[src/rtl/mrc_pkg.sv]
// Types, constants and codes shared by the multimeter reading converter.
// Used by mrc_divider and multimeter_reading_converter_core.
`default_nettype none
package mrc_pkg;

	localparam int SAMPLE_W  = 10;
	localparam int REF_W     = 20;
	localparam int PROD_W    = 30;
	localparam int READING_W = 20;
	localparam int STEP_W    = 5;

	localparam logic [STEP_W-1:0]    DIV_STEPS  = STEP_W'(PROD_W);
	localparam logic [SAMPLE_W-1:0]  FULL_SCALE = 10'd1023;
	localparam logic [REF_W-1:0]     VOLT_GAIN  = 20'd5500;
	localparam logic [REF_W-1:0]     AMP_GAIN   = 20'd500000;
	localparam logic [READING_W-1:0] READING_MAX = 20'd999999;
	localparam logic [PROD_W-1:0]    READING_MAX_Q = 30'd999999;
	localparam logic [PROD_W-1:0]    OPEN_ABOVE = 30'd99999;
	localparam logic [PROD_W-1:0]    KILO_ABOVE = 30'd999;

	localparam logic [REF_W-1:0]    REFERENCE_RESET = 20'd10000;
	localparam logic [SAMPLE_W-1:0] CONTINUITY_RESET = 10'd50;
	localparam logic [SAMPLE_W-1:0] OPEN_LIMIT_RESET = 10'd10;

	localparam logic [1:0] REG_REFERENCE_OHMS    = 2'd0;
	localparam logic [1:0] REG_CONTINUITY_OHMS   = 2'd1;
	localparam logic [1:0] REG_OPEN_SAMPLE_LIMIT = 2'd2;

	localparam logic [1:0] MODE_NONE = 2'd0;
	localparam logic [1:0] MODE_VOLT = 2'd1;
	localparam logic [1:0] MODE_AMP  = 2'd2;
	localparam logic [1:0] MODE_OHM  = 2'd3;
	localparam logic [2:0] MODE_UNSEEN = 3'd4;

	localparam logic [2:0] CLASS_NONE  = 3'd0;
	localparam logic [2:0] CLASS_PLAIN = 3'd1;
	localparam logic [2:0] CLASS_SHORT = 3'd2;
	localparam logic [2:0] CLASS_OPEN  = 3'd3;
	localparam logic [2:0] CLASS_KILO  = 3'd4;
	localparam logic [2:0] CLASS_OHM   = 3'd5;

	typedef enum logic [1:0] {
		ST_IDLE,
		ST_MUL,
		ST_DIV,
		ST_FIN
	} mrc_state_t;

	typedef struct packed {
		logic [2:0]          switch_lines;
		logic [SAMPLE_W-1:0] voltage_sample;
		logic [SAMPLE_W-1:0] current_sample;
		logic [SAMPLE_W-1:0] resistance_sample;
	} sample_t;

	typedef struct packed {
		logic [1:0]           mode;
		logic                 mode_changed;
		logic [READING_W-1:0] reading;
		logic [2:0]           reading_class;
		logic                 buzzer;
	} result_t;

	typedef struct packed {
		logic                start;
		logic [PROD_W-1:0]   dividend;
		logic [SAMPLE_W-1:0] divisor;
	} div_req_t;

	typedef struct packed {
		logic                busy;
		logic                done;
		logic [PROD_W-1:0]   quotient;
		logic [SAMPLE_W-1:0] remainder;
	} div_rsp_t;

endpackage
`default_nettype wire

[src/rtl/mrc_divider.sv]
// Restoring bit-serial divider, one quotient bit per cycle.
// Depends on mrc_pkg for widths and request/response structs.
`default_nettype none
module mrc_divider (
	input  wire logic             clk,
	input  wire logic             arst_n,
	input  wire mrc_pkg::div_req_t req,
	output mrc_pkg::div_rsp_t     rsp
);

	logic                           busy_q;
	logic                           done_q;
	logic [mrc_pkg::STEP_W-1:0]     cnt_q;
	logic [mrc_pkg::PROD_W-1:0]     quo_q;
	logic [mrc_pkg::SAMPLE_W-1:0]   rem_q;
	logic [mrc_pkg::SAMPLE_W-1:0]   divisor_q;

	logic [mrc_pkg::SAMPLE_W:0]     shifted;
	logic                           ge;
	logic [mrc_pkg::SAMPLE_W:0]     diff;

	assign shifted = {rem_q, quo_q[mrc_pkg::PROD_W-1]};
	assign ge      = shifted >= {1'b0, divisor_q};
	assign diff    = shifted - {1'b0, divisor_q};

	always_ff @(posedge clk or negedge arst_n) begin
		if (!arst_n) begin
			busy_q <= 1'b0;
			done_q <= 1'b0;
			cnt_q  <= '0;
		end else begin
			done_q <= 1'b0;
			if (req.start && !busy_q) begin
				busy_q <= 1'b1;
				cnt_q  <= mrc_pkg::DIV_STEPS;
			end else if (busy_q) begin
				cnt_q <= cnt_q - 1'b1;
				if (cnt_q == mrc_pkg::STEP_W'(1)) begin
					busy_q <= 1'b0;
					done_q <= 1'b1;
				end
			end
		end
	end

	always_ff @(posedge clk) begin
		if (req.start && !busy_q) begin
			quo_q     <= req.dividend;
			rem_q     <= '0;
			divisor_q <= req.divisor;
		end else if (busy_q) begin
			quo_q <= {quo_q[mrc_pkg::PROD_W-2:0], ge};
			rem_q <= ge ? diff[mrc_pkg::SAMPLE_W-1:0] : shifted[mrc_pkg::SAMPLE_W-1:0];
		end
	end

	assign rsp.busy      = busy_q;
	assign rsp.done      = done_q;
	assign rsp.quotient  = quo_q;
	assign rsp.remainder = rem_q;

endmodule
`default_nettype wire

[src/rtl/multimeter_reading_converter_core.sv]
// Top level of the multimeter reading converter: handshakes, registers, sequencer.
// Depends on mrc_pkg and mrc_divider.
//
// One sample transaction is taken at a time. A voltmeter, ammeter or in-range
// ohmmeter reading passes through ST_MUL, which forms the product and starts the
// bit-serial divider, then ST_DIV, which waits for the divider's done flag, then
// ST_FIN, which loads the output register, and back to ST_IDLE, where the next
// sample is taken. No mode or an open ohmmeter sample goes from acceptance straight
// to ST_FIN, skipping the divider. The result sits in an output register, so a new
// sample is taken while the previous result waits; the next result then stalls
// until the waiting one is taken. Register writes are taken at any time, with ready
// tied high; writes should be issued only while the block is idle.
`default_nettype none
module multimeter_reading_converter_core (
	input  wire logic                          clk,
	input  wire logic                          arst_n,
	input  wire logic                          sample_valid,
	output logic                               sample_ready,
	input  wire mrc_pkg::sample_t              sample,
	output logic                               result_valid,
	input  wire logic                          result_ready,
	output mrc_pkg::result_t                   result,
	input  wire logic                          cfg_valid,
	output logic                               cfg_ready,
	input  wire logic [1:0]                    cfg_index,
	input  wire logic [mrc_pkg::REF_W-1:0]     cfg_data
);

	mrc_pkg::mrc_state_t state_q, state_d;

	logic [mrc_pkg::REF_W-1:0]    reference_q;
	logic [mrc_pkg::SAMPLE_W-1:0] continuity_q;
	logic [mrc_pkg::SAMPLE_W-1:0] open_limit_q;
	logic [2:0]                   prev_mode_q;

	logic [1:0]                   mode_q;
	logic                         changed_q;
	logic                         open_q;
	logic [mrc_pkg::SAMPLE_W-1:0] sel_q;

	logic                         result_valid_q;
	mrc_pkg::result_t             result_q;

	logic [1:0]                   mode_in;
	logic [mrc_pkg::SAMPLE_W-1:0] sel_in;
	logic                         open_in;
	logic                         accept;
	logic                         slot_free;
	logic                         load_result;

	logic [mrc_pkg::REF_W-1:0]    mul_a;
	logic [mrc_pkg::SAMPLE_W-1:0] mul_b;
	mrc_pkg::div_req_t            div_req;
	mrc_pkg::div_rsp_t            div_rsp;
	mrc_pkg::result_t             result_d;

	assign cfg_ready = 1'b1;

	always_ff @(posedge clk or negedge arst_n) begin
		if (!arst_n) begin
			reference_q  <= mrc_pkg::REFERENCE_RESET;
			continuity_q <= mrc_pkg::CONTINUITY_RESET;
			open_limit_q <= mrc_pkg::OPEN_LIMIT_RESET;
		end else if (cfg_valid) begin
			case (cfg_index)
				mrc_pkg::REG_REFERENCE_OHMS:    reference_q  <= cfg_data;
				mrc_pkg::REG_CONTINUITY_OHMS:   continuity_q <= cfg_data[mrc_pkg::SAMPLE_W-1:0];
				mrc_pkg::REG_OPEN_SAMPLE_LIMIT: open_limit_q <= cfg_data[mrc_pkg::SAMPLE_W-1:0];
				default: ;
			endcase
		end
	end

	// priority: volt, amp, ohm
	always_comb begin
		if (!sample.switch_lines[0]) begin
			mode_in = mrc_pkg::MODE_VOLT;
		end else if (!sample.switch_lines[1]) begin
			mode_in = mrc_pkg::MODE_AMP;
		end else if (!sample.switch_lines[2]) begin
			mode_in = mrc_pkg::MODE_OHM;
		end else begin
			mode_in = mrc_pkg::MODE_NONE;
		end
	end

	always_comb begin
		case (mode_in)
			mrc_pkg::MODE_VOLT: sel_in = sample.voltage_sample;
			mrc_pkg::MODE_AMP:  sel_in = sample.current_sample;
			default:            sel_in = sample.resistance_sample;
		endcase
	end

	assign open_in = (sample.resistance_sample == '0)
		|| (sample.resistance_sample <= open_limit_q);
	assign accept  = sample_valid && sample_ready;

	always_ff @(posedge clk or negedge arst_n) begin
		if (!arst_n) begin
			prev_mode_q <= mrc_pkg::MODE_UNSEEN;
		end else if (accept) begin
			prev_mode_q <= {1'b0, mode_in};
		end
	end

	always_ff @(posedge clk) begin
		if (accept) begin
			mode_q    <= mode_in;
			changed_q <= {1'b0, mode_in} != prev_mode_q;
			open_q    <= open_in;
			sel_q     <= sel_in;
		end
	end

	// next state
	always_comb begin
		state_d = state_q;
		case (state_q)
			mrc_pkg::ST_IDLE: begin
				if (accept) begin
					if (mode_in == mrc_pkg::MODE_NONE
						|| (mode_in == mrc_pkg::MODE_OHM && open_in)) begin
						state_d = mrc_pkg::ST_FIN;
					end else begin
						state_d = mrc_pkg::ST_MUL;
					end
				end
			end
			mrc_pkg::ST_MUL: state_d = mrc_pkg::ST_DIV;
			mrc_pkg::ST_DIV: begin
				if (div_rsp.done) begin
					state_d = mrc_pkg::ST_FIN;
				end
			end
			mrc_pkg::ST_FIN: begin
				if (slot_free) begin
					state_d = mrc_pkg::ST_IDLE;
				end
			end
			default: state_d = mrc_pkg::ST_IDLE;
		endcase
	end

	always_ff @(posedge clk or negedge arst_n) begin
		if (!arst_n) begin
			state_q <= mrc_pkg::ST_IDLE;
		end else begin
			state_q <= state_d;
		end
	end

	// outputs of the sequencer
	assign slot_free = !result_valid_q || result_ready;

	always_comb begin
		sample_ready  = 1'b0;
		div_req.start = 1'b0;
		load_result   = 1'b0;
		case (state_q)
			mrc_pkg::ST_IDLE: sample_ready  = 1'b1;
			mrc_pkg::ST_MUL:  div_req.start = 1'b1;
			mrc_pkg::ST_FIN:  load_result   = slot_free;
			default: ;
		endcase
	end

	always_comb begin
		case (mode_q)
			mrc_pkg::MODE_VOLT: begin
				mul_a = mrc_pkg::VOLT_GAIN;
				mul_b = sel_q;
			end
			mrc_pkg::MODE_AMP: begin
				mul_a = mrc_pkg::AMP_GAIN;
				mul_b = sel_q;
			end
			default: begin
				mul_a = reference_q;
				mul_b = mrc_pkg::FULL_SCALE - sel_q;
			end
		endcase
	end

	assign div_req.dividend = mrc_pkg::PROD_W'(mul_a) * mrc_pkg::PROD_W'(mul_b);
	assign div_req.divisor  = (mode_q == mrc_pkg::MODE_OHM) ? sel_q : mrc_pkg::FULL_SCALE;

	mrc_divider u_divider (
		.clk    (clk),
		.arst_n (arst_n),
		.req    (div_req),
		.rsp    (div_rsp)
	);

	always_comb begin
		result_d.mode          = mode_q;
		result_d.mode_changed  = changed_q;
		result_d.reading       = '0;
		result_d.reading_class = mrc_pkg::CLASS_NONE;
		result_d.buzzer        = 1'b0;
		case (mode_q)
			mrc_pkg::MODE_VOLT, mrc_pkg::MODE_AMP: begin
				result_d.reading       = div_rsp.quotient[mrc_pkg::READING_W-1:0];
				result_d.reading_class = mrc_pkg::CLASS_PLAIN;
			end
			mrc_pkg::MODE_OHM: begin
				if (open_q) begin
					result_d.reading       = mrc_pkg::READING_MAX;
					result_d.reading_class = mrc_pkg::CLASS_OPEN;
				end else begin
					result_d.reading = (div_rsp.quotient > mrc_pkg::READING_MAX_Q)
						? mrc_pkg::READING_MAX
						: div_rsp.quotient[mrc_pkg::READING_W-1:0];
					// exact ratio compare from quotient and remainder
					if (div_rsp.quotient < mrc_pkg::PROD_W'(continuity_q)) begin
						result_d.reading_class = mrc_pkg::CLASS_SHORT;
						result_d.buzzer        = 1'b1;
					end else if (div_rsp.quotient > mrc_pkg::OPEN_ABOVE
						|| (div_rsp.quotient == mrc_pkg::OPEN_ABOVE
						&& div_rsp.remainder != '0)) begin
						result_d.reading_class = mrc_pkg::CLASS_OPEN;
					end else if (div_rsp.quotient > mrc_pkg::KILO_ABOVE
						|| (div_rsp.quotient == mrc_pkg::KILO_ABOVE
						&& div_rsp.remainder != '0)) begin
						result_d.reading_class = mrc_pkg::CLASS_KILO;
					end else begin
						result_d.reading_class = mrc_pkg::CLASS_OHM;
					end
				end
			end
			default: ;
		endcase
	end

	always_ff @(posedge clk or negedge arst_n) begin
		if (!arst_n) begin
			result_valid_q <= 1'b0;
		end else if (load_result) begin
			result_valid_q <= 1'b1;
		end else if (result_ready) begin
			result_valid_q <= 1'b0;
		end
	end

	always_ff @(posedge clk) begin
		if (load_result) begin
			result_q <= result_d;
		end
	end

	assign result_valid = result_valid_q;
	assign result       = result_q;

	a_start_idle_divider: assert property (@(posedge clk) disable iff (!arst_n)
		div_req.start |-> !div_rsp.busy)
		else $error("divider started while busy");

	a_no_overwrite: assert property (@(posedge clk) disable iff (!arst_n)
		load_result |-> (!result_valid_q || result_ready))
		else $error("pending result overwritten");

	a_none_is_blank: assert property (@(posedge clk) disable iff (!arst_n)
		(result_valid && result.mode == mrc_pkg::MODE_NONE)
		|-> (result.reading == '0 && result.reading_class == mrc_pkg::CLASS_NONE))
		else $error("no-mode result carries a reading");

	a_buzzer_short: assert property (@(posedge clk) disable iff (!arst_n)
		(result_valid && result.buzzer)
		|-> (result.mode == mrc_pkg::MODE_OHM
		&& result.reading_class == mrc_pkg::CLASS_SHORT))
		else $error("buzzer without ohmmeter short");

endmodule
`default_nettype wire
[config.mk]
export PLATFORM = sky130hd
export DESIGN_NAME = multimeter_reading_converter_core
export DESIGN_NICKNAME = d
export VERILOG_FILES = /design/src/rtl/mrc_pkg.sv /design/src/rtl/mrc_divider.sv /design/src/rtl/multimeter_reading_converter_core.sv
export SDC_FILE = /design/constraint.sdc
export NUM_CORES = 1
export LEC_CHECK = 0
export ABC_AREA = 0
export BUFFER_PORTS_ARGS = -buffer_cell sky130_fd_sc_hd__buf_4
export CAP_MARGIN = 20
export CORE_MARGIN = 2
export CORE_UTILIZATION = 55
export CTS_BUF_LIST = sky130_fd_sc_hd__clkbuf_4 sky130_fd_sc_hd__clkbuf_8
export DETAILED_ROUTE_END_ITERATION = 8
export PLACE_DENSITY_LB_ADDON = 0.05
export SETUP_SLACK_MARGIN = 0.05
export SYNTH_ARGS = -nofsm -noshare
export SYNTH_HDL_FRONTEND = slang
export SYNTH_SLANG_ARGS = --single-unit
[constraint.sdc]
create_clock -name clk -period 14.1 [get_ports clk]
set_input_delay 2.82 -clock clk [delete_from_list [all_inputs] [get_ports clk]]
set_output_delay 2.82 -clock clk [all_outputs]
set_load 0.03 [all_outputs]
Yosys cells after proc, flatten, opt, wreduce, memory -nomap -nowiden
Index checks and enable logic that the tools add are counted.
{ "op_classes": {"addsub": 3, "mul": 1, "n_div": 0, "order_cmp": 6, "n_eq_ne": 18, "n_shift": 0, "n_mux": 34, "n_bitwise": 1, "n_reduce_logical": 25} }
{ "op_table": {"columns": ["cell", "count"], "rows": [
  ["$mux 30", 2],
  ["$pmux 23 s2", 1],
  ["$pmux 20 s2", 1],
  ["$eq 30x10->1 const B", 1],
  ["$eq 30x17->1 const B", 1],
  ["$gt 30x10->1 const B", 1],
  ["$gt 30x17->1 const B", 1],
  ["$gt 30x20->1 const B", 1],
  ["$lt 30x10->1", 1],
  ["$mul 20x10->30", 1],
  ["$mux 23", 1],
  ["$mux 10", 2],
  ["$mux 20", 1],
  ["$pmux 10 s2", 1],
  ["$eq 2x2->1 const B", 7],
  ["$mux 2", 7],
  ["$mux 1", 13],
  ["$ge 11x10->1", 1],
  ["$le 10x10->1", 1],
  ["$logic_not 10->1", 1],
  ["$mux 5", 2],
  ["$reduce_bool 10->1", 1],
  ["$sub 10x10->10", 1],
  ["$sub 10x10->10 const A", 1],
  ["other kinds (17)", 37]
]} }
{ "word_totals": {"ff_bits": 144, "latchBits": 0, "ramBits": 0, "rom_bits": 0, "input_bits": 60, "output_inout_bits": 30, "word_cells": 109, "memories": 0} }

Logic depth before layout (Yosys ltp)
{ "logic_depth": {"ltp_word": 9, "mapped_depth": 26, "ltp_nobuf": 25} }

Cells and area by module
Synthesis repeated with hierarchy kept, for this count alone.
{ "unflattened": {"hier_cells": 1430, "hier_area_um2": 13919.6} }
{ "modules_own_cells": {"columns": ["mod", "n_inst", "cells_each", "area_each_um2", "seq_area_each_um2"], "rows": [
  ["multimeter_reading_converter_core", 1, 1199, 11079.4, 2396.0],
  ["mrc_divider", 1, 231, 2840.2, 1576.5]
]} }

Worst setup path before layout
Ideal clock, no wire load.
{ "synth_path": {"path_kind": "flip-flop to flip-flop", "start": "reg mode_q[0]", "end": "reg u_divider.quo_q[26] (netlist bit), data pin", "setup_ns": 0.265, "arrival_time_ns": 6.659, "t_required_ns": 13.835, "setup_slack_ns": 7.175, "stages_incl_launch_ff": 27, "path_buffers": 3, "period_less_slack_ns": 6.925, "cell_sequence": "edfxtp_1 -> inv_1 -> ha_1 -> clkbuf_1 -> buf_1 -> xnor2_1 -> clkbuf_1 -> nand2_1 -> fa_1 -> inv_1 -> fa_1 -> inv_1 -> fa_1 -> inv_1 -> fa_1 -> inv_1 -> fa_1 -> inv_1 -> ha_1 -> o21a_1 -> o211ai_1 -> a31oi_1 -> a221o_1 -> a41o_1 -> o41ai_4 -> nor4_1 -> or3_1"} }
{ "synth_between": {"elab_chain_cells": 5, "elab_cells_between_ends": 7, "cone_classes": "1 x mul; 2 x eq/ne; 3 x mux; 1 x reduce/logical"} }
{ "synth_rtl": {"columns": ["item", "line", "text"], "rows": [
  ["start: declaration", "multimeter_reading_converter_core.sv:36", "logic [1:0] mode_q;"],
  ["start signal: assignment", "multimeter_reading_converter_core.sv:109", "mode_q <= mode_in;"],
  ["$eq 2x1->1 / $eq 2x2->1 (equally long branches)", "multimeter_reading_converter_core.sv:169", "case (mode_q)"],
  ["$reduce_or 2->1 (no source line)", null, null],
  ["$mux 10", "multimeter_reading_converter_core.sv:169", null],
  ["$mul 20x10->30 *", "multimeter_reading_converter_core.sv:185", "assign div_req.dividend = mrc_pkg::PROD_W'(mul_a) * mrc_pkg::PROD_W'(mul_b);"],
  ["$mux 30 *", "mrc_divider.sv:47", "if (req.start && !busy_q) begin"],
  ["end signal: assignment", "mrc_divider.sv:48", "quo_q <= req.dividend;"],
  ["end signal: assignment", "mrc_divider.sv:52", "quo_q <= {quo_q[mrc_pkg::PROD_W-2:0], ge};"],
  ["end: declaration", "mrc_divider.sv:14", "logic [mrc_pkg::PROD_W-1:0] quo_q;"]
]} }
Every way passes the cells marked *; elsewhere a longest branch is shown, timed or not.
A chain may end at the register's enable or synchronous reset.

Final worst setup path
Same ends and word-level chain as after synthesis.

==> impl_metrics.yaml <==
outcome:
  status: "complete, no violations"
synthesis:
  synth.most_common_cell: "inv_1"
  synth_compound_area_frac: 0.104
  synth-adder-area-share: 0.305
  yosysSeqAreaShare: 0.291
  synthFlopType: "edfxtp_1"
  yosysTopAreaCell: "fa_1"
  synthMuxAreaShare: 0.0402
  synthTopCellsByCount: "inv_1 (201), nand2_1 (187), fa_1 (143), nor2_1 (119), ha_1 (104)"
  synthSimpleGateAreaFrac: 0.159
  avgSynthCellArea_sq_um: 9.46
  async_flop_share: 0.368
  synth-edff-count: 81
  synth_top_family_by_area: "adder cells"
  ys_ff_latch: 144
  synth_nets: 1752
  syn_inst: 1445
  ys_warn_count: 0
  synth_area_leaders: "fa_1 (21%), edfxtp_1 (18%), ha_1 (9.5%), dfrtp_1 (7.7%), inv_1 (5.5%)"
  syn-cell-area_sq_mm: 0.0137
  yosysTopAreaCellShare: 0.209
  synth_xor_area_frac: 0.0314
  synth.distinct_cells: 65
die:
  die_area_sq_mm: 0.0261
  dieHeight_microns: 162
  core_sq_mm: 0.0244
  start_util: 0.560
  die_x_microns: 162
  num_rows: 57
  pin_count: 90
placement:
  hpwl_microns: 28100
  placement.io_buffers: 88
  gp_congestion: 0.945
job:
  drv_cap: 0
finish:
  drive_above_1_share: 0.126
  area_growth_pct: 9.93
  nets: 1818
  antenna_cells: 0
worst_setup_path:
  worst-path-buf-inv: 5
  cp.required_ns: 14.32
  crit_fanout: 53
  slowest_stage: "a21oi_1"
  crit_path_frequent_cell: "fa_1"
  critical_path.startpoint_type: "register"
  crit_type: "register to register"
  cp_top_family: "adder cells"
  crit_path_max_incr_delay_ns: 0.59
  worstPathArrival_ns: 7.94
  crit_chain: "inv_1 -> ha_2 -> buf_4 -> inv_2 -> a21oi_1 -> nor2_1 -> fa_1 -> fa_1 -> fa_1 -> fa_1 -> inv_1 -> fa_1 -> inv_1 -> ha_1 -> a21oi_1 -> o21ai_1 -> a21o_1 -> a221o_1 -> a41o_1 -> o41ai_4 -> nor4_1 -> or3_1"
  rrSetupSlack_ns: 6.38
  worstSetupEndpointType: "register"
timing:
  period_needed_ns: 7.72
  final.period_utilization: 0.548
  relSlewSlack: 0.309
  whs_ns: 0.433
  worstMarginPinSlew_ns: 1.03
  tns_ns: 0
  rsz0062_at_grt: "false"
  maxSlewViolCount: 0
  max_freq_ghz: 0.129
  setup_viol: 0
  skew_ns: 0.0282
  hold_violations: 0
global_routing:
  antenna_found_initial: 0
  gr-total-overflow: 0
  grt_pass1_wl_microns: 57300
  grt.total_usage: 0.286
  grt_pass1_vias: 10436
  grt_max_degree: 59
cts:
  clock-root-buffer: "clkbuf_8"
  htreeDepth: 4
  clk_path_buf_depth: 2
  clkTransAtPathRegs_ns: 0.10
  cts_setup_buffers: 0
  cts_hold_buffers: 0
  cts_tree: "done"
  cts_made_buffers: 17
  clock_latency_ns: 0.48
  cts_resized: 0
  clock_sinks: 144
route:
  routed_wirelength_microns: 35600
  first_pass_iters: 5
  avgViaCountPerCell: 5.59
  drc: 0
  antenna_left: 0
  vias: 10338
  drt_iter0_drc: 842
  avgRoutedWirePerCell_microns: 19.3
hold_path:
  hold_class: "register to register"
==> worst register-to-register path: cells and delay by family, from the launching register on <==
family	cells	cell delay (ns)
fa+ha+maj	7	3.30
compound gates	7	2.09
buf+inv	5	1.07
simple gates	3	0.61
flops	1	0.41
==> registers in the layout, indices dropped and copies added (netlist names) <==
register / flops
changed_q: 1
continuity_q: 10
mode_q: 2
open_limit_q: 10
open_q: 1
prev_mode_q: 3
reference_q: 20
result: 27
result_valid: 1
sel_q: 10
state_q: 2
u_divider.busy_q: 1
u_divider.cnt_q: 5
u_divider.divisor_q: 10
u_divider.done_q: 1
u_divider.quo_q: 30
u_divider.rem_q: 10
==> cell usage in the layout (no fill, tap or decap), types with 17 or more instances in the layout <==
cell / count
o21ai_1: 37
xnor2_1: 23
buf_4: 99
a21o_1: 17
mux2_2: 38
nand2_1: 187
and2_1: 51
a21oi_1: 63
clkbuf_8: 17
dfrtp_1: 42
inv_1: 201
o21ai_0: 41
fa_1: 143
nand2b_1: 31
xor2_1: 26
edfxtp_1: 81
ha_1: 103
nor2_1: 119
==> cells by family (layout without fill, tap and decap cells) <==
| logic type | after synthesis | count (layout) |
|---|---|---|
| AOI/OAI and AO/OA | 227 | 227 |
| xor gates and xnor gates | 49 | 49 |
| adders and majority gates | 247 | 247 |
| buffers and inverters | 254 | 333 |
| DFF | 144 | 144 |
| muxes | 50 | 50 |
| other | 1 | 1 |
| and+or+nand+nor | 473 | 473 |
==> stage by stage <==
stage                     utilization  setup slack [ns]  area [sq um]  cells
after floorplan                     -              7.18         13700   1445
after global placement          0.600              6.63         14600   1816
after detailed placement        0.600              6.45         14600   1816
after CTS                       0.616              6.45         15000   1848
after global routing            0.616              6.03         15000   1848
final                           0.616              6.38         15000   1848
==> routing by layer <==
| layer | up-vias | wire length (microns) | global-route usage | part of all wire |
|---|---|---|---|---|
| met3 | 61 | 2940 | 0.0750 | 0.083 |
| met4 | 0 | 667 | 0.0648 | 0.019 |
| met2 | 376 | 15800 | 0.433 | 0.44 |
| met1 | 5032 | 16200 | 0.416 | 0.46 |
| met5 | - | 0 | 0 | 0 |
| li1 | 4869 | - | - | - |
==> final timing paths <==
| kind | from | endpoint | depth (start not counted) |
|---|---|---|---|
| setup reg to reg | mode_q[0] | u_divider.quo_q[26] | 22 |
| hold reg to reg | changed_q | result[24] | 0 |
| setup / recovery | mode_q[0] | u_divider.quo_q[26] | 22 |
| hold / removal | changed_q | result[24] | 0 |
| max in group asynchronous | arst_n | open_limit_q[7] | 1 |
| min in group asynchronous | arst_n | open_limit_q[4] | 1 |
==> final cells by class <==
type,count,area [sq um]
Clock buffer,17,234
Clock inverter,15,161
Fill cell,2150,9370
Inverter,202,758
Multi-Input combinational cell,1047,8750
Sequential cell,144,3970
Tap cell,324,405
Timing Repair Buffer,99,743
Power is left out: the tool's default activity adds up to more than one toggle a clock period on the data nets, which glitch-free logic cannot reach.
